--- src/design/lru_pkg.sv ---
// ----------------------------------------------------------------------------
// lru_pkg
// Shared constants, types and state encoding for the LRU page replacement
// block.
// ----------------------------------------------------------------------------
`default_nettype none

package lru_pkg;

    localparam int LRU_FRAMES    = 8;
    localparam int LRU_PAGE_BITS = 16;

    localparam int LRU_PAGE_W  = 16;
    localparam int LRU_SLOT_W  = 3;
    localparam int LRU_COUNT_W = 32;
    localparam int LRU_STAMP_W = 32;
    localparam int LRU_CFG_W   = 4;

    localparam logic [LRU_CFG_W-1:0]   LRU_CFG_RESET = 4'd8;
    localparam logic [LRU_COUNT_W-1:0] LRU_COUNT_MAX = '1;
    localparam logic [LRU_STAMP_W-1:0] LRU_STAMP_MAX = '1;

    typedef enum logic [1:0] {
        ST_IDLE,
        ST_SCAN,
        ST_DRAIN,
        ST_WRITE
    } t_state;

    typedef struct packed {
        logic clear;
        logic check;
    } t_scan_ctl;

endpackage

`default_nettype wire

--- src/design/lru_ifs.sv ---
// ----------------------------------------------------------------------------
// lru_ifs
// Request, response and configuration channels of the LRU block.
// ----------------------------------------------------------------------------
`default_nettype none

interface lru_req_if;
    import lru_pkg::*;
    logic                  valid;
    logic                  ready;
    logic [LRU_PAGE_W-1:0] page;
    modport source (output valid, output page, input ready);
    modport sink   (input valid, input page, output ready);
endinterface

interface lru_rsp_if;
    import lru_pkg::*;
    logic                   valid;
    logic                   ready;
    logic                   hit;
    logic [LRU_SLOT_W-1:0]  slot;
    logic [LRU_COUNT_W-1:0] fault_count;
    modport source (output valid, output hit, output slot, output fault_count,
                    input ready);
    modport sink   (input valid, input hit, input slot, input fault_count,
                    output ready);
endinterface

interface lru_cfg_if;
    import lru_pkg::*;
    logic                 valid;
    logic                 ready;
    logic [LRU_CFG_W-1:0] data;
    modport source (output valid, output data, input ready);
    modport sink   (input valid, input data, output ready);
endinterface

`default_nettype wire

--- src/design/lru_frame_mem.sv ---
// ----------------------------------------------------------------------------
// lru_frame_mem
// Frame page and stamp storage, one write port and one registered read port.
// ----------------------------------------------------------------------------
`default_nettype none

module lru_frame_mem #(
    parameter int FRAMES    = lru_pkg::LRU_FRAMES,
    parameter int PAGE_BITS = lru_pkg::LRU_PAGE_BITS,
    parameter int IDX_W     = (FRAMES > 1) ? $clog2(FRAMES) : 1
) (
    input  wire logic                            i_clk,
    input  wire logic                            i_wr_en,
    input  wire logic [IDX_W-1:0]                i_wr_addr,
    input  wire logic [PAGE_BITS-1:0]            i_wr_page,
    input  wire logic [lru_pkg::LRU_STAMP_W-1:0] i_wr_stamp,
    input  wire logic [IDX_W-1:0]                i_rd_addr,
    output logic      [PAGE_BITS-1:0]            o_rd_page,
    output logic      [lru_pkg::LRU_STAMP_W-1:0] o_rd_stamp
);
    import lru_pkg::*;

    logic [PAGE_BITS-1:0]   r_page_mem  [FRAMES];
    logic [LRU_STAMP_W-1:0] r_stamp_mem [FRAMES];

    always_ff @(posedge i_clk) begin
        if (i_wr_en) begin
            r_page_mem[i_wr_addr]  <= i_wr_page;
            r_stamp_mem[i_wr_addr] <= i_wr_stamp;
        end
    end

    always_ff @(posedge i_clk) begin
        o_rd_page  <= r_page_mem[i_rd_addr];
        o_rd_stamp <= r_stamp_mem[i_rd_addr];
    end

endmodule

`default_nettype wire

--- src/design/lru_scan_unit.sv ---
// ----------------------------------------------------------------------------
// lru_scan_unit
// Shared compare unit: one frame per cycle, tracks first match, first empty
// frame and oldest stamp.
// ----------------------------------------------------------------------------
`default_nettype none

module lru_scan_unit #(
    parameter int PAGE_BITS = lru_pkg::LRU_PAGE_BITS,
    parameter int IDX_W     = 3
) (
    input  wire logic                            i_clk,
    input  wire logic                            i_rst_n,
    input  wire lru_pkg::t_scan_ctl              i_ctl,
    input  wire logic [IDX_W-1:0]                i_idx,
    input  wire logic                            i_entry_valid,
    input  wire logic [PAGE_BITS-1:0]            i_entry_page,
    input  wire logic [lru_pkg::LRU_STAMP_W-1:0] i_entry_stamp,
    input  wire logic [PAGE_BITS-1:0]            i_key_page,
    output logic                                 o_hit,
    output logic      [IDX_W-1:0]                o_pos
);
    import lru_pkg::*;

    logic                   r_hit_found;
    logic [IDX_W-1:0]       r_hit_idx;
    logic                   r_empty_found;
    logic [IDX_W-1:0]       r_empty_idx;
    logic                   r_min_first;
    logic [LRU_STAMP_W-1:0] r_min_stamp;
    logic [IDX_W-1:0]       r_min_idx;

    logic w_match;
    logic w_older;

    assign w_match = i_entry_valid && (i_entry_page == i_key_page);
    assign w_older = r_min_first || (i_entry_stamp < r_min_stamp);

    always_ff @(posedge i_clk) begin
        if (!i_rst_n) begin
            r_hit_found   <= 1'b0;
            r_empty_found <= 1'b0;
            r_min_first   <= 1'b1;
        end else if (i_ctl.clear) begin
            r_hit_found   <= 1'b0;
            r_empty_found <= 1'b0;
            r_min_first   <= 1'b1;
        end else if (i_ctl.check) begin
            if (w_match && !r_hit_found) begin
                r_hit_found <= 1'b1;
                r_hit_idx   <= i_idx;
            end
            if (!i_entry_valid && !r_empty_found) begin
                r_empty_found <= 1'b1;
                r_empty_idx   <= i_idx;
            end
            if (w_older) begin
                r_min_first <= 1'b0;
                r_min_stamp <= i_entry_stamp;
                r_min_idx   <= i_idx;
            end
        end
    end

    always_comb begin
        o_hit = r_hit_found;
        priority if (r_hit_found) begin
            o_pos = r_hit_idx;
        end else if (r_empty_found) begin
            o_pos = r_empty_idx;
        end else begin
            o_pos = r_min_idx;
        end
    end

endmodule

`default_nettype wire

--- src/design/lru_page_replacement.sv ---
// ----------------------------------------------------------------------------
// lru_page_replacement
// LRU page replacement with use stamps, sequential frame scan.
//
//   channel   dir  payload                      handshake
//   i_req     in   page                         valid/ready
//   o_rsp     out  hit, slot, fault_count       valid/ready
//   i_cfg     in   data (frames_in_use)         valid/ready
//
// A request scans n frames, n the active frame count: one frame per
// cycle through the single memory read port and the shared compare unit,
// then a drain of the read pipeline and a write back.
// Synchronous active-low reset clears valid bits, stamp and fault counters.
// i_req is ready only when idle; one response register lets the next
// request be taken while a response waits. Write-back stalls on a full one.
// ----------------------------------------------------------------------------
`default_nettype none

module lru_page_replacement #(
    parameter int FRAMES    = lru_pkg::LRU_FRAMES,
    parameter int PAGE_BITS = lru_pkg::LRU_PAGE_BITS
) (
    input  wire logic  i_clk,
    input  wire logic  i_rst_n,
    lru_req_if.sink    i_req,
    lru_rsp_if.source  o_rsp,
    lru_cfg_if.sink    i_cfg
);
    import lru_pkg::*;

    localparam int IDX_W = (FRAMES > 1) ? $clog2(FRAMES) : 1;
    localparam int CNT_W = $clog2(FRAMES + 1);

    t_state r_state;
    t_state n_state;

    logic [LRU_CFG_W-1:0]   r_cfg;
    logic [FRAMES-1:0]      r_valid;
    logic [PAGE_BITS-1:0]   r_page;
    logic [IDX_W-1:0]       r_idx;
    logic                   r_chk_vld;
    logic [IDX_W-1:0]       r_chk_idx;
    logic [LRU_STAMP_W-1:0] r_stamp;
    logic [LRU_COUNT_W-1:0] r_fault;
    logic                   r_out_vld;
    logic                   r_out_hit;
    logic [LRU_SLOT_W-1:0]  r_out_slot;
    logic [LRU_COUNT_W-1:0] r_out_fault;

    logic [LRU_STAMP_W-1:0] n_stamp;
    logic [LRU_COUNT_W-1:0] n_fault;

    logic [CNT_W-1:0]       w_n;
    logic                   w_last;
    logic                   w_out_free;
    logic                   w_wr_go;
    logic                   w_hit;
    logic [IDX_W-1:0]       w_pos;
    logic [31:0]            w_page_ext;
    logic [31:0]            w_pos_ext;
    logic [PAGE_BITS-1:0]   w_rd_page;
    logic [LRU_STAMP_W-1:0] w_rd_stamp;
    t_scan_ctl              w_scan_ctl;

    always_comb begin
        priority if (r_cfg == '0) begin
            w_n = CNT_W'(1);
        end else if (32'(r_cfg) > FRAMES) begin
            w_n = CNT_W'(FRAMES);
        end else begin
            w_n = CNT_W'(r_cfg);
        end
    end

    assign w_last     = (32'(r_idx) + 32'd1) == 32'(w_n);
    assign w_out_free = !r_out_vld || o_rsp.ready;
    assign w_page_ext = 32'(i_req.page);
    assign w_pos_ext  = 32'(w_pos);

    assign n_stamp = (r_stamp == LRU_STAMP_MAX) ? r_stamp : r_stamp + 1'b1;
    assign n_fault = (w_hit || r_fault == LRU_COUNT_MAX) ? r_fault : r_fault + 1'b1;

    // next state
    always_comb begin
        n_state = r_state;
        unique case (r_state)
            ST_IDLE: begin
                if (i_req.valid) begin
                    n_state = ST_SCAN;
                end
            end
            ST_SCAN: begin
                if (w_last) begin
                    n_state = ST_DRAIN;
                end
            end
            ST_DRAIN: begin
                n_state = ST_WRITE;
            end
            ST_WRITE: begin
                if (w_out_free) begin
                    n_state = ST_IDLE;
                end
            end
            default: begin
                n_state = ST_IDLE;
            end
        endcase
    end

    // outputs of the sequencer
    always_comb begin
        i_req.ready      = 1'b0;
        w_scan_ctl.clear = 1'b0;
        w_scan_ctl.check = r_chk_vld;
        w_wr_go          = 1'b0;
        unique case (r_state)
            ST_IDLE: begin
                i_req.ready      = 1'b1;
                w_scan_ctl.clear = i_req.valid;
            end
            ST_SCAN, ST_DRAIN: begin
            end
            ST_WRITE: begin
                w_wr_go = w_out_free;
            end
            default: begin
            end
        endcase
    end

    always_ff @(posedge i_clk) begin
        if (!i_rst_n) begin
            r_state   <= ST_IDLE;
            r_cfg     <= LRU_CFG_RESET;
            r_valid   <= '0;
            r_chk_vld <= 1'b0;
            r_stamp   <= '0;
            r_fault   <= '0;
            r_out_vld <= 1'b0;
        end else begin
            r_state   <= n_state;
            r_chk_vld <= (r_state == ST_SCAN);
            if (i_cfg.valid) begin
                r_cfg <= i_cfg.data;
            end
            if (w_wr_go) begin
                r_valid[w_pos] <= 1'b1;
                r_stamp        <= n_stamp;
                r_fault        <= n_fault;
                r_out_vld      <= 1'b1;
            end else if (o_rsp.ready) begin
                r_out_vld <= 1'b0;
            end
        end
    end

    always_ff @(posedge i_clk) begin
        r_chk_idx <= r_idx;
        if (i_req.valid && i_req.ready) begin
            r_page <= w_page_ext[PAGE_BITS-1:0];
            r_idx  <= '0;
        end else if (r_state == ST_SCAN && !w_last) begin
            r_idx <= r_idx + 1'b1;
        end
        if (w_wr_go) begin
            r_out_hit   <= w_hit;
            r_out_slot  <= w_pos_ext[LRU_SLOT_W-1:0];
            r_out_fault <= n_fault;
        end
    end

    lru_frame_mem #(
        .FRAMES    (FRAMES),
        .PAGE_BITS (PAGE_BITS),
        .IDX_W     (IDX_W)
    ) u_mem (
        .i_clk      (i_clk),
        .i_wr_en    (w_wr_go),
        .i_wr_addr  (w_pos),
        .i_wr_page  (r_page),
        .i_wr_stamp (n_stamp),
        .i_rd_addr  (r_idx),
        .o_rd_page  (w_rd_page),
        .o_rd_stamp (w_rd_stamp)
    );

    lru_scan_unit #(
        .PAGE_BITS (PAGE_BITS),
        .IDX_W     (IDX_W)
    ) u_scan (
        .i_clk         (i_clk),
        .i_rst_n       (i_rst_n),
        .i_ctl         (w_scan_ctl),
        .i_idx         (r_chk_idx),
        .i_entry_valid (r_valid[r_chk_idx]),
        .i_entry_page  (w_rd_page),
        .i_entry_stamp (w_rd_stamp),
        .i_key_page    (r_page),
        .o_hit         (w_hit),
        .o_pos         (w_pos)
    );

    assign i_cfg.ready       = 1'b1;
    assign o_rsp.valid       = r_out_vld;
    assign o_rsp.hit         = r_out_hit;
    assign o_rsp.slot        = r_out_slot;
    assign o_rsp.fault_count = r_out_fault;

    a_accept_scan: assert property (@(posedge i_clk) disable iff (!i_rst_n)
        i_req.valid && i_req.ready |=> r_state == ST_SCAN)
        else $error("request accepted without starting a scan");

    a_pos_active: assert property (@(posedge i_clk) disable iff (!i_rst_n)
        w_wr_go |-> w_pos_ext < 32'(w_n))
        else $error("frame chosen outside the active range");

    a_wr_rsp: assert property (@(posedge i_clk) disable iff (!i_rst_n)
        w_wr_go |=> o_rsp.valid && r_state == ST_IDLE)
        else $error("write-back without response");

    a_hit_no_fault: assert property (@(posedge i_clk) disable iff (!i_rst_n)
        w_wr_go && w_hit |=> $stable(r_fault))
        else $error("fault counted on a hit");

endmodule

`default_nettype wire
--- src/flat_wrapper.sv ---
// flat-port wrapper written by rule: the top's interface ports become plain ports
module lru_page_replacement_flat import lru_pkg::*;
#(
    parameter int FRAMES    = lru_pkg::LRU_FRAMES,
    parameter int PAGE_BITS = lru_pkg::LRU_PAGE_BITS
)
  (i_clk, i_rst_n, i_req_valid, i_req_page, i_req_ready, o_rsp_valid, o_rsp_hit, o_rsp_slot, o_rsp_fault_count, o_rsp_ready, i_cfg_valid, i_cfg_data, i_cfg_ready);
  lru_req_if i_req_i ();
  lru_rsp_if o_rsp_i ();
  lru_cfg_if i_cfg_i ();
  input  wire logic i_clk;
  input  wire logic i_rst_n;
  input wire logic [$bits(i_req_i.valid)-1:0] i_req_valid;
  input wire logic [$bits(i_req_i.page)-1:0] i_req_page;
  output wire logic [$bits(i_req_i.ready)-1:0] i_req_ready;
  output wire logic [$bits(o_rsp_i.valid)-1:0] o_rsp_valid;
  output wire logic [$bits(o_rsp_i.hit)-1:0] o_rsp_hit;
  output wire logic [$bits(o_rsp_i.slot)-1:0] o_rsp_slot;
  output wire logic [$bits(o_rsp_i.fault_count)-1:0] o_rsp_fault_count;
  input wire logic [$bits(o_rsp_i.ready)-1:0] o_rsp_ready;
  input wire logic [$bits(i_cfg_i.valid)-1:0] i_cfg_valid;
  input wire logic [$bits(i_cfg_i.data)-1:0] i_cfg_data;
  output wire logic [$bits(i_cfg_i.ready)-1:0] i_cfg_ready;
  assign i_req_i.valid = i_req_valid;
  assign i_req_i.page = i_req_page;
  assign i_req_ready = i_req_i.ready;
  assign o_rsp_valid = o_rsp_i.valid;
  assign o_rsp_hit = o_rsp_i.hit;
  assign o_rsp_slot = o_rsp_i.slot;
  assign o_rsp_fault_count = o_rsp_i.fault_count;
  assign o_rsp_i.ready = o_rsp_ready;
  assign i_cfg_i.valid = i_cfg_valid;
  assign i_cfg_i.data = i_cfg_data;
  assign i_cfg_ready = i_cfg_i.ready;
  lru_page_replacement #(.FRAMES(FRAMES), .PAGE_BITS(PAGE_BITS)) u_core (.i_clk(i_clk), .i_rst_n(i_rst_n), .i_req(i_req_i), .o_rsp(o_rsp_i), .i_cfg(i_cfg_i));
endmodule
--- config.mk ---
export PLATFORM = sky130hd
export DESIGN_NAME = lru_page_replacement_flat
export DESIGN_NICKNAME = d
export VERILOG_FILES = /design/src/design/lru_pkg.sv /design/src/design/lru_ifs.sv /design/src/design/lru_frame_mem.sv /design/src/design/lru_scan_unit.sv /design/src/design/lru_page_replacement.sv /design/src/flat_wrapper.sv
export SDC_FILE = /design/constraint.sdc
export NUM_CORES = 1
export LEC_CHECK = 0
export BUFFER_PORTS_ARGS = -buffer_cell sky130_fd_sc_hd__buf_2
export CAP_MARGIN = 20
export CORE_UTILIZATION = 62
export CTS_CLUSTER_SIZE = 20
export DETAILED_ROUTE_END_ITERATION = 10
export HOLD_SLACK_MARGIN = 0.15
export PLACE_DENSITY_LB_ADDON = 0.05
export SLEW_MARGIN = 25
export SYNTH_ARGS = -nofsm -noshare
export SYNTH_HDL_FRONTEND = slang
export SYNTH_SLANG_ARGS = --single-unit
--- constraint.sdc ---
create_clock -name i_clk -period 5 [get_ports i_clk]
set_clock_uncertainty 0.05 [all_clocks]
set_input_delay 0.5 -clock i_clk [delete_from_list [all_inputs] [get_ports i_clk]]
set_output_delay 0.5 -clock i_clk [all_outputs]
set_load 0.005 [all_outputs]
# Word-level counts from Yosys, hierarchy flattened
# Memories as Yosys holds them, arrays and structs flattened. A register that Yosys moved wholly into a read port is not among the register bits.
# Cells that the tools add are included.
[totals]
register_bits = 182
ram_bits = 384
input_bits = 25
wordCells = 90
memories = 2
[classes]
add_sub_neg = 4
order_cmp = 5
eq_ne = 10
muxes = 21
bitwise = 3
reduce_logical = 25
[mem_list]
columns = ["memory", "depth", "width", "rd", "rd_ports_with_merged_regs", "wr", "line_no", "rtl"]
rows = [
  ["u_core.u_mem.r_stamp_mem", 8, 32, 1, 1, 1, "lru_frame_mem.sv:24", "logic [LRU_STAMP_W-1:0] r_stamp_mem [FRAMES];"],
  ["u_core.u_mem.r_page_mem", 8, 16, 1, 1, 1, "lru_frame_mem.sv:23", "logic [PAGE_BITS-1:0] r_page_mem [FRAMES];"],
]
[op_table]
columns = ["cell", "count"]
rows = [
  ["32-bit by 1-bit adder with 32-bit output (second input constant)", 2],
  ["32-bit equality test (second input constant)", 2],
  ["32-bit 2-to-1 mux", 2],
  ["32-bit by 4-bit equality test with 1-bit output", 1],
  ["32-bit < comparator", 1],
  ["16-bit equality test", 1],
  ["4-bit AND reduction", 3],
  ["1-bit 2-to-1 mux", 9],
  ["3-bit by 4-bit < comparator with 1-bit output (second input constant)", 2],
  ["4-bit 2-to-1 mux", 2],
  ["8-bit OR", 1],
  ["2-bit case mux with 4 select lines", 1],
  ["1-bit logical AND", 6],
  ["2-bit 2-to-1 mux", 3],
  ["3-bit 2-to-1 mux", 2],
  ["2-bit AND reduction", 3],
  ["1-bit logical NOT", 5],
  ["3-bit by 1-bit adder with 4-bit output (second input constant)", 1],
  ["2-bit equality test (second input constant)", 2],
  ["4-bit > comparator (second input constant)", 1],
  ["4-bit logical NOT", 1],
  ["2-bit by 1-bit != test with 1-bit output (second input constant)", 2],
  ["3-bit by 1-bit adder with 3-bit output (second input constant)", 1],
  ["1-bit binary-select mux with 3-bit select", 1],
  ["other kinds (10)", 13],
]

# Depth between registers and ports, before layout
# Gate-level depths: netlist of the first run.
[depth]
ltp_word = 7
depth_mapped = 10
mapped_depth_nobuf = 7

# By module
# From an unflattened synthesis of the first run, not the netlist that was laid out.
[unflattened]
cells_unflattened = 1529
hier_area_um2 = 24907.6
[modules_own_cells]
columns = ["mod", "instances", "cells_per_inst", "area_per_inst_um2", "seq_area_each_um2"]
rows = [
  ["lru_frame_mem", 1, 616, 15620.0, 12492.0],
  ["lru_page_replacement", 1, 719, 6912.9, 3283.1],
  ["lru_scan_unit", 1, 194, 2374.8, 1291.2],
]

# Least setup slack after synthesis of the first run
# OpenSTA, ideal clock, no wires.
[synth_path]
kind = "input-to-reg"
from = "input o_rsp_ready"
to = "memory u_core.u_mem.r_page_mem[7][0] (netlist name) (enable)"
setup_time_ns = 0.455
arrival_time_ns = 3.608
t_required_ns = 4.495
path_slack_ns = 0.887
stages = 5
path_buffers = 0
path_cell_list = "nand2b_1 -> nand2_1 -> clkinv_1 -> nand2_1 -> nor2_1"
[synth_between]
elab_chain_len = 4
[synth_rtl]
columns = ["item", "line_no", "rtl"]
rows = [
  ["from (decl)", "flat_wrapper.sv:20", "input wire logic [$bits(o_rsp_i.ready)-1:0] o_rsp_ready;"],
  ["1-bit logical OR", "lru_page_replacement.sv:76", "assign w_out_free = !r_out_vld || o_rsp.ready;"],
  ["1-bit 2-to-1 mux", "lru_page_replacement.sv:117", "unique case (r_state)"],
  ["net u_core.u_mem.i_wr_en", "lru_frame_mem.sv:13", "input wire logic i_wr_en,"],
  ["1-bit 2-to-1 mux", "lru_frame_mem.sv:27", "if (i_wr_en) begin"],
  ["1-bit 2-to-1 mux (not written as such)", "lru_frame_mem.sv:28", "r_page_mem[i_wr_addr] <= i_wr_page;"],
  ["to (decl)", "lru_frame_mem.sv:23", ""],
]
# The timed path passes the listed nets, and every way through them passes these cells.

# Final worst setup path of the first run
[layout_path]
from = "register u_core.r_stamp[0]"
to = "memory u_core.u_mem.r_stamp_mem[7][5] (data pin)"
[layout_between]
elab_chain_len = 2
word_cells_on_any_way = 3
cone_classes = "add/sub (1); eq/ne (1); mux (1)"
[layout_rtl]
columns = ["item", "line_no", "rtl"]
rows = [
  ["from (decl)", "lru_page_replacement.sv:43", "logic [LRU_STAMP_W-1:0] r_stamp;"],
  ["from (signal assigned)", "lru_page_replacement.sv:149", "r_stamp <= n_stamp;"],
  ["32-bit by 1-bit adder with 32-bit output / 32-bit equality test (equally long branches)", "lru_page_replacement.sv:80", "assign n_stamp = (r_stamp == LRU_STAMP_MAX) ? r_stamp : r_stamp + 1'b1;"],
  ["32-bit 2-to-1 mux *", "lru_page_replacement.sv:80", ""],
  ["net u_core.n_stamp[5]", "lru_page_replacement.sv:50", "logic [LRU_STAMP_W-1:0] n_stamp;"],
  ["to (decl)", "lru_frame_mem.sv:24", ""],
]
# Mark *: on every way through the listed nets, which the timed path passes. The rest lies on a longest branch.

==> flow_summary.yaml, run 1 <==
status:
  status: "finished, final reports clean"
placement:
  routabilityCongestion: 0.832
  dpl.hpwl_mm: 29.4
  dpl.cell_count: 2076
  io_buffers: 62
hold_path:
  hold_class: "in2reg"
yosys:
  synth_top_family_by_area: "multiplexers"
  syn_inst: 1547
  synth_edf_count: 477
  yosys-mux-area-fraction_pct: 12.2
  ys_seq_area_share_pct: 68.9
  synth-adder-area-share_pct: 1.92
  synth-simple-area-share_pct: 8.21
  synthArstFlopShare_pct: 0
  synth-seq-cells: 614
  synthesis.nets: 1610
  synthXorXnorAreaFrac_pct: 2.76
  yosysUniqueCellTypes: 69
  syn_avg_cell_area_um2: 16.0
  ys_warn_count: 0
  synth_ff_type: "edfxtp_1"
  synth_compound_area_share_pct: 3.82
  synth_area_um2: 24800
worst_setup_path:
  path_cells: "ha_1, nand4_2, nor4_4, and3_1, buf_4, nor3_1, xnor2_1"
  slowest_stage: "nor4_4"
  cp_data_arrival_time_ns: 3.55
  cp.buffers_inverters: 1
  cp-end-kind: "register"
  crit_family: "simple AND/OR/NAND/NOR gates"
  criticalPathCategory: "reg2reg"
  crit_required_ns: 5.27
  cpPeakStageDelay_ns: 0.69
  cp-start-kind: "register"
  worstPathMaxFanout: 22
power_and_ir_drop:
  ir_drop_v: 0.000278
  powerDensity_nw_per_um2: 451
  leakagePower_nw: 9.58
  p_total_mw: 12.6
clock_tree:
  post_cts_buffers: 0
  hold_buffers: 20
  htreeDepth: 2
  root_buffer: "clkbuf_16"
  tritoncts: "built"
  worstSkewPairLatency_ns: 0.62
  clkTransAtPathRegs_ns: 0.06
  cts_sinks: 614
  cts_buffer_depth: 3
  cts_buffers: 59
  ctsResizeCount: 0
final_layout:
  final_common_cell: "edfxtp_1"
  final_core_util_pct: 71.4
  syn_to_final_growth_pct: 12.4
  mostFrequentLayoutCells: "edfxtp_1, dfxtp_1, mux4_2"
  antenna_cells: 0
  drive_above_1_share_pct: 21.1
  fin_nets: 1702
  fin_cells: 2207
timing:
  hold_violations: 0
  fin_crit_sh_pct: 65.6
  rsz0062_at_grt: "false"
  max_slew_margin_pct: 29.6
  fin_setup_tns_ns: 0
  period_minus_slack_ns: 3.28
  slew_violations: 0
  fin_hold_ws_ns: 0.183
  worst_pin_slew_ns: 1.05
  fmax_mhz: 305
  setup_viol: 0
detailed_routing:
  viasPerCell: 6.21
  drtIter0Drc: 947
  wl_per_cell_um: 23.1
  detail-route-antenna-nets: 0
  via_count: 13700
  drt_first_pass_iters: 8
  drc_errors: 0
  routed_wl_mm: 51.1
global_route:
  grt_max_degree: 64
  grtUsageTotal_pct: 25.8
  grt_pass1_vias: 13500
  grt-ovfl-total: 0
  antenna_found_initial: 0
  grt_pass1_wl_mm: 79.1
die:
  core_um2: 39000
  start_util_pct: 63.5
  die_h_um: 202
  num_rows: 72
  die_w_um: 202
  io_pins: 64
  die_area_um2: 40800
job:
  max_cap_violations: 0
[area by class of cell]
cell class                      count  area, um2
Multi-Input combinational cell    810       7240
Clock inverter                     28        358
Tap cell                          518        648
Fill cell                        2473      11100
Inverter                           50        188
Timing Repair Buffer              104        679
Clock buffer                       83       1670
Sequential cell                   614      17100
[metrics by stage]
stage	worst slack [ns]	area (um2)
after floorplan	0.887	24800
after global placement	1.96	25600
after detailed placement	1.81	25600
after CTS	1.78	27900
after global routing	1.50	27900
final	1.72	27900
[power by group]
part           switching (mW)  internal (mW)  leakage, nW  total (mW)
Sequential              0.369           5.90         5.82        6.27
Combinational           0.804          0.885         2.76        1.69
Clock                    1.86           2.74        0.996        4.60
Total                    3.03           9.52         9.58        12.6
[worst paths after layout]
check / from / end / slack (ns) / cells past startpoint
hold reg to reg: u_core.u_mem.o_rd_stamp[24]$_DFF_P_ / u_core.u_scan.r_min_stamp[24]$_DFFE_PP_ / 0.38 / 0
hold / removal: i_cfg_valid / u_core.r_cfg[3]$_SDFFE_PN1P_ / 0.18 / 3
setup / recovery: u_core.r_stamp[0]$_SDFFE_PN0P_ / u_core.u_mem.r_stamp_mem[7][5]$_DFFE_PP_ / 1.72 / 7
setup reg to reg: u_core.r_stamp[0]$_SDFFE_PN0P_ / u_core.u_mem.r_stamp_mem[7][5]$_DFFE_PP_ / 1.72 / 7
[state kept, by name, summed over array words and instances, names as in the netlist, 2 cells and up]
name,flops
u_core.u_scan.r_empty_idx,3
u_core.r_valid,8
u_core.u_scan.r_hit_idx,3
u_core.u_mem.o_rd_stamp,32
u_core.r_chk_idx,3
u_core.r_cfg,4
u_core.r_page,16
u_core.o_rsp.slot,3
u_core.r_stamp,32
u_core.r_state,2
u_core.o_rsp.fault_count,32
u_core.r_idx,3
u_core.u_scan.r_min_idx,3
u_core.u_mem.r_stamp_mem,256
u_core.u_mem.o_rd_page,16
u_core.r_fault,32
u_core.u_mem.r_page_mem,128
u_core.u_scan.r_min_stamp,32
[kinds of logic after synthesis]
group | count (synthesis)
fa+ha+maj | 38
flops | 614
simple gates | 368
buf+inv | 123
compound gates | 151
mux | 174
other cells | 1
xor+xnor | 78
[metal layers]
metal  GRT usage (%)  vias to the layer above  part of all wire, %  wire length [um]
met5               0                        -                    0                 0
met4            7.33                        0                  2.0               996
met3            3.34                       75                  6.3              3210
met2            40.7                      452                   48             24300
met1            38.1                     6994                   44             22500
li1                -                     6174                    -                 -
[cell usage after synthesis (12+ instances only)]
master,n,area [um2]
edfxtp_1,477,14300
dfxtp_1,137,2740
mux4_2,98,2210
nand2_1,90,338
a21oi_1,54,270
inv_1,49,184
mux2_2,49,552
nor2_1,49,184
xnor2_1,45,394
ha_1,38,475
nand3_1,37,185
clkbuf_1,34,128
xor2_1,33,289
o21ai_0,32,160
nand4_1,30,188
nor3_1,28,140
or3_1,28,175
mux2i_1,27,270
o31ai_1,21,158
nand2b_1,19,119
or4_1,18,135
buf_2,17,85.1
nor4_1,17,106
o21a_1,12,90.1
[worst min-delay path: stages]
cell,delay [ns]
buf_2,0.15
mux2i_1,0.09
nand2_1,0.06
Power figures use the tool's default switching activity.
==> run 2: changes to the inputs <==
Settings changed: CORE_UTILIZATION 62 to 56.
Clock period 5 ns to 2.6 ns, I/O delays scaled along.
==> run 2 against run 1 <==
Against the previous run:
- largest power group unchanged
- combinational power increased by 110%
- first-iteration DRC count is 9.5% higher
- sequential cell count stayed put
- maximum frequency up 35%
- global-route usage fell by 2.2 points
- sequential share of layout area down 2.2 points
- cell count up 6.0%
- power up 94%
- via count hardly changed
- clock power rose by 95%
==> flow_summary.yaml, run 2 (synthesis results as in run 1) <==
status:
  status: "finished, final reports clean"
power_and_ir_drop:
  powerDensity_nw_per_um2: 843
  p_total_mw: 24.3
  ir_drop_v: 0.000562
  leakagePower_nw: 10.0
timing:
  max_slew_margin_pct: 39.9
  setup_viol: 0
  fmax_mhz: 410
  hold_violations: 0
  period_minus_slack_ns: 2.44
  slew_violations: 0
  worst_pin_slew_ns: 0.892
  rsz0062_at_grt: "true"
  fin_crit_sh_pct: 93.7
worst_setup_path:
  cp_data_arrival_time_ns: 2.68
  cp.buffers_inverters: 2
  r2r-start: "u_core.u_scan.r_empty_found$_SDFFE_PP0P_"
  cpPeakStageDelay_ns: 0.47
  cp-end-kind: "register"
  worstPathMaxFanout: 29
  r2r_slack_ns: 0.16
  crit_required_ns: 2.84
  slowest_stage: "dfxtp_1"
  cp-startpoint: "u_core.u_scan.r_empty_found$_SDFFE_PP0P_"
  path_cells: "mux2i_1, o21ai_0, buf_4, nand2_1, nor2_4, buf_12"
  criticalPathCategory: "reg2reg"
  crit_family: "simple AND/OR/NAND/NOR gates"
  cp-start-kind: "register"
detailed_routing:
  detail-route-antenna-nets: 0
  drt_first_pass_iters: 5
  viasPerCell: 5.86
  drtIter0Drc: 1037
  wl_per_cell_um: 21.9
  routed_wl_mm: 51.2
  drc_errors: 0
  via_count: 13700
global_route:
  antenna_found_initial: 1
  grt_max_degree: 99
  grt_pass1_vias: 13900
  grt_pass1_wl_mm: 79.5
  grtUsageTotal_pct: 23.6
  grt-ovfl-total: 0
clock_tree:
  cts_buffers: 60
  clkTransAtPathRegs_ns: 0.06
  tritoncts: "built"
  cts_sinks: 614
  cts_buffer_depth: 3
  root_buffer: "clkbuf_16"
  htreeDepth: 2
  worstSkewPairLatency_ns: 0.61
final_layout:
  fill_cells: 3022
  regArea_um2: 17100
  fin_cells: 2339
  finalInstanceArea_um2: 28900
  fin_nets: 1767
  syn_to_final_growth_pct: 16.5
  largest_reg_flops: 256
  top_regs: "u_core.u_mem.r_stamp_mem x256, u_core.u_mem.r_page_mem x128"
  final_common_cell: "edfxtp_1"
  mostFrequentLayoutCells: "edfxtp_1, dfxtp_1, mux4_2"
  top_register: "u_core.u_mem.r_stamp_mem"
  multi_input_area_um2: 7330
  final_core_util_pct: 66.6
  drive_above_1_share_pct: 24.2
  antenna_cells: 0
placement:
  io_buffers: 62
  dpl.cell_count: 2196
  dpl.hpwl_mm: 30.8
  place_area_um2: 26400
  routabilityCongestion: 0.838
die:
  die_w_um: 212
  start_util_pct: 57.2
  die_area_um2: 45100
  num_rows: 76
  die_h_um: 212
  io_pins: 64
  core_um2: 43400
hold_path:
  hold_class: "in2reg"
  min_from: "i_req_page[5]"
job:
  max_cap_violations: 0
[run 2: per-stage QoR]
step | TNS (ns) | hold WS [ns] | setup WS [ns]
final | 0 | 0.311 | 0.163
after global routing | -1.51 | 0.300 | -0.0731
after CTS | 0 | 0.274 | 0.0633
after detailed placement | 0 | 0.370 | 0.0829
after global placement | 0 | 0.370 | 0.201
after floorplan | -47.48 | 0.276 | -0.328
[run 2: layout make-up]
type | count | area share [%]
Sequential cell | 614 | 59.1
Inverter | 50 | 0.667
Multi-Input combinational cell | 810 | 25.4
Tap cell | 585 | 2.53
Clock inverter | 37 | 1.53
Timing Repair Buffer | 168 | 5.13
Clock buffer | 75 | 5.61
[run 2: where the power goes]
group	internal [mW]	switching (mW)
clock network	5.39	3.58
registers	11.3	0.448
logic	1.83	1.75
total	18.6	5.78
[run 2: final timing paths]
path | to | depth (start not counted)
min | u_core.r_page[5]$_DFFE_PP_ | 2
min reg2reg | u_core.u_scan.r_min_stamp[30]$_DFFE_PP_ | 0
max | u_core.u_mem.r_stamp_mem[3][5]$_DFFE_PP_ | 6
max reg2reg | u_core.u_mem.r_stamp_mem[3][5]$_DFFE_PP_ | 6
[run 2: worst reg2reg max path, stage by stage, from the launching register on]
cell and delay [ns]:
dfxtp_1 0.47, mux2i_1 0.12, o21ai_0 0.43, buf_4 0.22, nand2_1 0.22, nor2_4 0.30
buf_12 0.28
[run 2: layer usage]
layer	routed length, um	vias to the layer above	track usage [%]
li1	-	6312	-
met1	23200	6998	33.9
met2	24500	317	37.7
met3	2430	74	3.68
met4	1060	0	6.25
met5	0	-	0
[run 2: repair_timing]
| action | CTS | global route |
|---|---|---|
| hold endpoints to repair | 27 | 0 |
| setup buffers | 0 | 1 |
| gates resized for setup | 0 | 11 |
| hold buffers | 30 | 0 |
| endpoints found under the setup margin | 0 | 96 |
